### src/sv/fcpr_pkg.sv
// Shared types and constants for the framed command packet receiver.
// No dependencies; imported by framed_command_packet_receiver_top.
package fcpr_pkg;

  // Frame layout and defaults.
  localparam int unsigned FRAME_BYTES       = 8;
  localparam int unsigned GAIN_BITS_DEFAULT = 16;
  localparam logic [7:0]  PREAMBLE_RESET    = 8'hAA;
  localparam logic [7:0]  LENGTH_BYTE       = 8'(FRAME_BYTES);

  // Frame type codes.
  localparam logic [7:0] TYPE_LAST_MODE = 8'd8;
  localparam logic [7:0] TYPE_P_UP      = 8'd9;
  localparam logic [7:0] TYPE_P_DOWN    = 8'd10;
  localparam logic [7:0] TYPE_P1_UP     = 8'd11;
  localparam logic [7:0] TYPE_P1_DOWN   = 8'd12;
  localparam logic [7:0] TYPE_P2_UP     = 8'd13;
  localparam logic [7:0] TYPE_P2_DOWN   = 8'd14;
  localparam logic [7:0] TYPE_MAX       = TYPE_P2_DOWN;

  // Flight modes that grant gain changes.
  localparam logic [3:0] MODE_P_ONLY_A = 4'd4;
  localparam logic [3:0] MODE_ALL_A    = 4'd5;
  localparam logic [3:0] MODE_ALL_B    = 4'd6;
  localparam logic [3:0] MODE_P_ONLY_B = 4'd7;

  typedef enum logic [2:0] {
    PH_HUNT    = 3'd0,
    PH_LEN     = 3'd1,
    PH_TYPE    = 3'd2,
    PH_PAYLOAD = 3'd3,
    PH_CHECK   = 3'd4
  } phase_t;

  typedef enum logic [2:0] {
    ST_BUSY     = 3'd0,
    ST_OK       = 3'd1,
    ST_BAD_PRE  = 3'd2,
    ST_BAD_LEN  = 3'd3,
    ST_BAD_TYPE = 3'd4,
    ST_BAD_SUM  = 3'd5
  } status_t;

  typedef struct packed {
    logic [7:0] rx_byte;
    logic [3:0] current_mode;
  } in_t;

  typedef struct packed {
    status_t           status;
    logic              mode_request_valid;
    logic [3:0]        requested_mode;
    logic signed [7:0] roll_cmd;
    logic signed [7:0] pitch_cmd;
    logic signed [7:0] yaw_cmd;
    logic [7:0]        lift_cmd;
    logic [15:0]       gain_p_out;
    logic [15:0]       gain_p1_out;
    logic [15:0]       gain_p2_out;
  } out_t;

endpackage

### src/sv/framed_command_packet_receiver_top.sv
// Framed command packet receiver: frame parser, gain registers, output skid stage.
// Depends on fcpr_pkg for the request types, phase and status codes.
//
//  channel | direction | handshake         | payload
//  --------+-----------+-------------------+-----------------------------
//  in      | into      | in_valid/in_stall | in_data  (in_t)
//  out     | out of    | out_valid/out_stall | out_data (out_t)
//  cfg     | into      | cfg_we            | cfg_wdata (preamble byte)
//
// The parser step is combinational from the input and the frame state, and
// its result is registered in the output stage.
// One request is accepted every cycle while the output is being taken.
// A skid register holds one extra result, so in_stall rises only when both
// the output register and the skid register are full.
// Reset (rst, synchronous) restarts the preamble hunt, clears gains, mode and
// setpoints, and sets the preamble byte to 0xAA.
module framed_command_packet_receiver_top
  import fcpr_pkg::*;
#(
  parameter int unsigned GAIN_BITS = GAIN_BITS_DEFAULT
) (
  input  logic       clk,
  input  logic       rst,
  input  logic       in_valid,
  output logic       in_stall,
  input  in_t        in_data,
  output logic       out_valid,
  input  logic       out_stall,
  output out_t       out_data,
  input  logic       cfg_we,
  input  logic [7:0] cfg_wdata
);

  // Frame state.
  logic [7:0]           preamble;
  phase_t               phase, phase_next;
  logic [2:0]           byte_position, byte_position_next;
  logic [7:0]           running_xor, running_xor_next;
  logic [7:0]           frame_type;
  logic [7:0]           payload [4];
  logic [GAIN_BITS-1:0] gain_p, gain_p_next;
  logic [GAIN_BITS-1:0] gain_p1, gain_p1_next;
  logic [GAIN_BITS-1:0] gain_p2, gain_p2_next;
  logic [3:0]           pending_mode, pending_mode_next;
  logic [7:0]           held [4];
  logic                 held_load;

  // Handshake and output stage.
  logic accept;
  logic out_take;
  logic skid_valid;
  out_t skid;
  out_t result;
  status_t status;
  logic mode_req;
  logic [1:0] payload_index;
  logic [15:0] gain_p_wide, gain_p1_wide, gain_p2_wide;

  assign in_stall = skid_valid;
  assign accept   = in_valid && !skid_valid;
  assign out_take = out_valid && !out_stall;
  assign payload_index = byte_position[1:0] - 2'd3;

  // Saturating gain steps.
  function automatic logic [GAIN_BITS-1:0] gain_up(input logic [GAIN_BITS-1:0] g);
    gain_up = (&g) ? g : g + 1'b1;
  endfunction

  function automatic logic [GAIN_BITS-1:0] gain_down(input logic [GAIN_BITS-1:0] g);
    gain_down = (g == '0) ? g : g - 1'b1;
  endfunction

  // Parser step for one request.
  always_comb begin
    logic p_ok;
    logic all_ok;
    p_ok   = (in_data.current_mode == MODE_P_ONLY_A) || (in_data.current_mode == MODE_ALL_A) ||
             (in_data.current_mode == MODE_ALL_B) || (in_data.current_mode == MODE_P_ONLY_B);
    all_ok = (in_data.current_mode == MODE_ALL_A) || (in_data.current_mode == MODE_ALL_B);
    phase_next          = PH_HUNT;
    byte_position_next  = 3'd0;
    running_xor_next    = 8'd0;
    gain_p_next         = gain_p;
    gain_p1_next        = gain_p1;
    gain_p2_next        = gain_p2;
    pending_mode_next   = pending_mode;
    held_load           = 1'b0;
    status              = ST_BUSY;
    mode_req            = 1'b0;
    case (phase)
      PH_HUNT: begin
        if (in_data.rx_byte == preamble) begin
          phase_next         = PH_LEN;
          byte_position_next = 3'd1;
          running_xor_next   = in_data.rx_byte;
        end else begin
          status = ST_BAD_PRE;
        end
      end
      PH_LEN: begin
        if (in_data.rx_byte == LENGTH_BYTE) begin
          phase_next         = PH_TYPE;
          byte_position_next = 3'd2;
          running_xor_next   = running_xor ^ in_data.rx_byte;
        end else begin
          status = ST_BAD_LEN;
        end
      end
      PH_TYPE: begin
        if (in_data.rx_byte <= TYPE_MAX) begin
          phase_next         = PH_PAYLOAD;
          byte_position_next = 3'd3;
          running_xor_next   = running_xor ^ in_data.rx_byte;
        end else begin
          status = ST_BAD_TYPE;
        end
      end
      PH_PAYLOAD: begin
        running_xor_next = running_xor ^ in_data.rx_byte;
        if (byte_position >= 3'd6) begin
          phase_next         = PH_CHECK;
          byte_position_next = 3'd7;
        end else begin
          phase_next         = PH_PAYLOAD;
          byte_position_next = byte_position + 3'd1;
        end
      end
      PH_CHECK: begin
        if (in_data.rx_byte == running_xor) begin
          status    = ST_OK;
          held_load = 1'b1;
          if (frame_type <= TYPE_LAST_MODE) begin
            pending_mode_next = frame_type[3:0];
            mode_req          = 1'b1;
          end else begin
            case (frame_type)
              TYPE_P_UP:    if (p_ok)   gain_p_next  = gain_up(gain_p);
              TYPE_P_DOWN:  if (p_ok)   gain_p_next  = gain_down(gain_p);
              TYPE_P1_UP:   if (all_ok) gain_p1_next = gain_up(gain_p1);
              TYPE_P1_DOWN: if (all_ok) gain_p1_next = gain_down(gain_p1);
              TYPE_P2_UP:   if (all_ok) gain_p2_next = gain_up(gain_p2);
              TYPE_P2_DOWN: if (all_ok) gain_p2_next = gain_down(gain_p2);
              default: ;
            endcase
          end
        end else begin
          status = ST_BAD_SUM;
        end
      end
      default: ;
    endcase
  end

  // Present the gains as 16-bit fields: zero-extend or keep the low bits.
  for (genvar i = 0; i < 16; i++) begin : g_gain_out
    if (i < GAIN_BITS) begin : g_bit
      assign gain_p_wide[i]  = gain_p_next[i];
      assign gain_p1_wide[i] = gain_p1_next[i];
      assign gain_p2_wide[i] = gain_p2_next[i];
    end else begin : g_zero
      assign gain_p_wide[i]  = 1'b0;
      assign gain_p1_wide[i] = 1'b0;
      assign gain_p2_wide[i] = 1'b0;
    end
  end

  // Result of this step, built from the updated state.
  always_comb begin
    result.status             = status;
    result.mode_request_valid = mode_req;
    result.requested_mode     = pending_mode_next;
    result.roll_cmd           = held_load ? payload[0] : held[0];
    result.pitch_cmd          = held_load ? payload[1] : held[1];
    result.yaw_cmd            = held_load ? payload[2] : held[2];
    result.lift_cmd           = held_load ? payload[3] : held[3];
    result.gain_p_out         = gain_p_wide;
    result.gain_p1_out        = gain_p1_wide;
    result.gain_p2_out        = gain_p2_wide;
  end

  // Control state and configuration register.
  always_ff @(posedge clk) begin
    if (rst) begin
      preamble       <= PREAMBLE_RESET;
      phase          <= PH_HUNT;
      byte_position  <= 3'd0;
      running_xor    <= 8'd0;
      gain_p         <= '0;
      gain_p1        <= '0;
      gain_p2        <= '0;
      pending_mode   <= 4'd0;
      for (int i = 0; i < 4; i++) held[i] <= 8'd0;
    end else begin
      if (cfg_we) begin
        preamble <= cfg_wdata;
      end
      if (accept) begin
        phase          <= phase_next;
        byte_position  <= byte_position_next;
        running_xor    <= running_xor_next;
        gain_p         <= gain_p_next;
        gain_p1        <= gain_p1_next;
        gain_p2        <= gain_p2_next;
        pending_mode   <= pending_mode_next;
        if (held_load) begin
          held[0] <= payload[0];
          held[1] <= payload[1];
          held[2] <= payload[2];
          held[3] <= payload[3];
        end
      end
    end
  end

  // Frame store: type byte and the four setpoint bytes.
  always_ff @(posedge clk) begin
    if (accept && phase == PH_TYPE) begin
      frame_type <= in_data.rx_byte;
    end
    if (accept && phase == PH_PAYLOAD) begin
      payload[payload_index] <= in_data.rx_byte;
    end
  end

  // Output register with one skid entry behind it.
  always_ff @(posedge clk) begin
    if (rst) begin
      out_valid  <= 1'b0;
      skid_valid <= 1'b0;
    end else if (!out_valid || out_take) begin
      out_valid  <= skid_valid || accept;
      skid_valid <= 1'b0;
    end else if (accept) begin
      skid_valid <= 1'b1;
    end
  end

  always_ff @(posedge clk) begin
    if (!out_valid || out_take) begin
      out_data <= skid_valid ? skid : result;
    end else if (accept) begin
      skid <= result;
    end
  end

endmodule
### config.mk
export PLATFORM = sky130hd
export DESIGN_NAME = framed_command_packet_receiver_top
export DESIGN_NICKNAME = d
export VERILOG_FILES = /design/src/sv/fcpr_pkg.sv /design/src/sv/framed_command_packet_receiver_top.sv
export SDC_FILE = /design/constraint.sdc
export NUM_CORES = 1
export LEC_CHECK = 0
export ABC_AREA = 1
export CAP_MARGIN = 5
export CORE_UTILIZATION = 45
export CTS_CLUSTER_SIZE = 40
export DETAILED_ROUTE_END_ITERATION = 16
export DONT_BUFFER_PORTS = 1
export SYNTH_ARGS = -nofsm -noshare
export SYNTH_HDL_FRONTEND = slang
export SYNTH_SLANG_ARGS = --single-unit
### constraint.sdc
create_clock -name clk -period 6.6 [get_ports clk]
set_clock_uncertainty 0.2 [all_clocks]
set_input_delay 0.33 -clock clk [delete_from_list [all_inputs] [get_ports clk]]
set_output_delay 0.33 -clock clk [all_outputs]
set_load 0.01 [all_outputs]
==> reports/qor.txt <==
Synth Area in XOR/XNOR: 1.51%
Worst-Skew Late Latency: 0.57 ns
Post-route ant nets: 0
Post_cts resized: 0
RSZ-0062 raised after global routing: false
Rows: 71
Arr. time, crit path: 3.41 ns
Crit-path slowest cell: dlygate4sd3_1
WL/cell: 16.8 µm
Post-synthesis sequential area ratio: 51.7%
H-tree levels: 2
Final nets: 2,249
Die width: 198 µm
Worst path max stage delay: 0.85 ns
Post-synthesis adder-cell area fraction: 1.01%
Root Driver: clkbuf_16
HP Class: primary input to flop
Gr usage total: 24.2%
Count of warnings emitted by yosys: 0
Setup ws final: 3.31 ns
Mapped Cells: 2,232
Setup Buffers After CTS: 0
Drt pass-1 iters: 5
Worst endpoint required time: 6.72 ns
Status: finished, final reports clean
Final hold vios: 0
Die height: 198 µm
Share of layout cells above drive strength 1: 4.92%
Gr ovfl total: 0
Drt via density: 5.21
Max-slew violation count: 0
Compound-gate portion of the synthesized area: 5.66%
HPWL after DPL: 29.7 mm
Vias in the first global route: 13.7k
Filler Cells Inserted: 3,676
Maximum clock rate: 304 MHz
Relative slew slack: 24.7%
Unique cell type count in the Yosys netlist: 38
CP Launch Type: primary input
Critical Path Most Common Cell: nand2_1
Cts bufs inserted: 36
Multiplexer share of the synthesized area: 0%
Port bufs: 0
Synthesis-to-layout area growth: 10.5%
Area of the mapped netlist: 0.0174 mm²
Core area: 0.0378 mm²
Leak pwr: 8.75 nW
Max Buffers Root-to-Sink: 3
Simple-gate share of the synthesized area: 32.4%
Hold buffer count at cts: 28
Crit. End Element: flop
Worst Max-Slew Pin Slew: 1.12 ns
Initial antenna violation count: 0
Post-Route Setup TNS: 0 ns
Crit path time final: 3.29 ns
PwrDens: 254 mW/mm²
CTS tree: yes
Worst-path clk slew: 0.06 ns
Synth Register Bits: 324
Mean area per synthesized cell: 7.78 µm²
Max IR drop VDD: 175 µV
Max-cap violations: 0
Pre-CTS WS: 3.47 ns
First DRT Iteration DRCs: 1,078
DRC: 0
Largest net degree at the start of global routing: 72
Vias: 14.3k
I/O pins: 115
Endpoints failing setup: 0
Type of the worst setup path: primary input to flop
Critical path peak fanout: 30
Footprint of the multi-input gates: 0.00706 mm²
Diode count: 0
Register area: 0.00897 mm²
Largest family of logic cells by synthesized area: simple AND/OR/NAND/NOR gates
GPL Wtd Cong: 0.959
Synth Net Count: 2,271
Crit path cell chain: dlygate4sd3_1 > xnor2_1 > nand2_1 > nor2_1 > nand3_2 > nor2_2 > buf_4 > nand2_1 > nand2_1 > nand2_1 > nand2_1 > nand2_1
First-pass GRT wire length: 74.8 mm
DIE AREA: 0.0394 mm²
Starting density of the core: 45.9%
Fin crit share: 49.9%
CTS sink cnt: 324
Overall routed net length: 46.2 mm
==> logic make-up after synthesis <==
kind of cell,Yosys count
and+or+nand+nor,1340
adders and majority gates,14
buffers and inverters,336
AOI/OAI and AO/OA,188
DFF,324
xor gates and xnor gates,30
==> power breakdown <==
group          internal, mW  total [mW]  switching [mW]
sequential             2.30        2.40           0.102
combinational         0.129       0.428           0.299
clock                  1.19        2.05           0.855
==> sequential cells by signal, summed over array words and instances, names as in the netlist <==
name and flops:
byte_position 3, frame_type 8, gain_p 16, gain_p1 16
gain_p2 16, held 32, in_stall 1, out_data 88
out_valid 1, payload 32, pending_mode 4, phase 3
preamble 8, running_xor 8, skid 88
==> synthesized netlist by cell type, drive strengths merged <==
cell | n | area [µm²]
o211ai | 4 | 30.0
a211oi | 2 | 20.0
inv | 234 | 878
nand3b | 1 | 7.51
a21oi | 72 | 360
nor3 | 23 | 158
or2 | 2 | 12.5
nor2 | 196 | 763
o21bai | 1 | 7.51
xnor2 | 14 | 123
a31oi | 14 | 87.6
ha | 14 | 175
nand4 | 35 | 225
nand3 | 250 | 1280
o22ai | 1 | 6.26
nor4 | 3 | 33.8
buf | 58 | 305
dfxtp | 76 | 1520
o21ai | 94 | 470
nand2 | 830 | 3140
edfxtp | 248 | 7450
xor2 | 16 | 140
clkbuf | 44 | 165
==> area by class of cell <==
type                    count  share of cell area (%)
clock buffers              45                    4.93
clock inverters            21                    1.35
inverters                 234                    4.59
multi-input cells        1572                    36.8
flip-flops and latches    324                    46.8
well taps                 511                    3.33
repair buffers             42                    2.17
==> worst paths after layout <==
path,startpoint,end,slack (ns),cells past startpoint
setup / recovery,in_data[8],out_data[27]$_DFFE_PP_,3.31,12
hold / removal,in_data[5],byte_position[1]$_SDFFE_PP0P_,0.16,7
setup reg to reg,frame_type[0]$_DFFE_PP_,out_data[40]$_DFFE_PP_,3.40,10
hold reg to reg,byte_position[2]$_SDFFE_PP0P_,byte_position[2]$_SDFFE_PP0P_,0.28,2
==> layer usage <==
metal | vias up | wire length, µm | share of wire (%) | track usage (%)
met5 | - | 0 | 0 | 0
met1 | 6653 | 21600 | 47 | 33.3
met3 | 65 | 2810 | 6.1 | 4.58
li1 | 7225 | - | - | -
met4 | 0 | 802 | 1.7 | 6.03
met2 | 378 | 21000 | 46 | 39.1
==> cell usage in the layout, fill, tap and decap left out, types with 8 or more instances in the layout <==
cell type and instances:
xnor2_1 14, inv_1 227, nand2_1 820, o21ai_1 25, ha_1 14, dfxtp_1 75, buf_4 13, clkbuf_1 8
o21ai_0 68, nand2_2 9, nand3_1 246, edfxtp_1 248, a21oi_1 72, nor2_1 187, nor3_1 17, a31oi_1 14
dlygate4sd3_1 27, nand4_1 34, clkbuf_16 36, xor2_1 16
==> metrics by stage <==
step / instance area [µm²] / instances / hold slack (ns) / util, % / total power, mW
2_1_floorplan: 17400 / 2232 / 0.229 / - / 2.73
3_3_place_gp: 17700 / 2655 / 0.214 / 46.7 / 2.83
3_5_place_dp: 17700 / 2655 / 0.220 / 46.7 / 2.84
4_1_cts: 19200 / 2749 / 0.126 / 50.7 / 4.93
5_1_grt: 19200 / 2749 / 0.212 / 50.7 / 5.08
6_report: 19200 / 2749 / 0.162 / 50.7 / 4.87
==> critical path: cells and delay by family <==
family	cells	cell delay [ns]
xor+xnor	1	0.20
simple gates	9	1.49
buf+inv	2	1.37
Note: power is estimated with default switching activity, not from simulation.
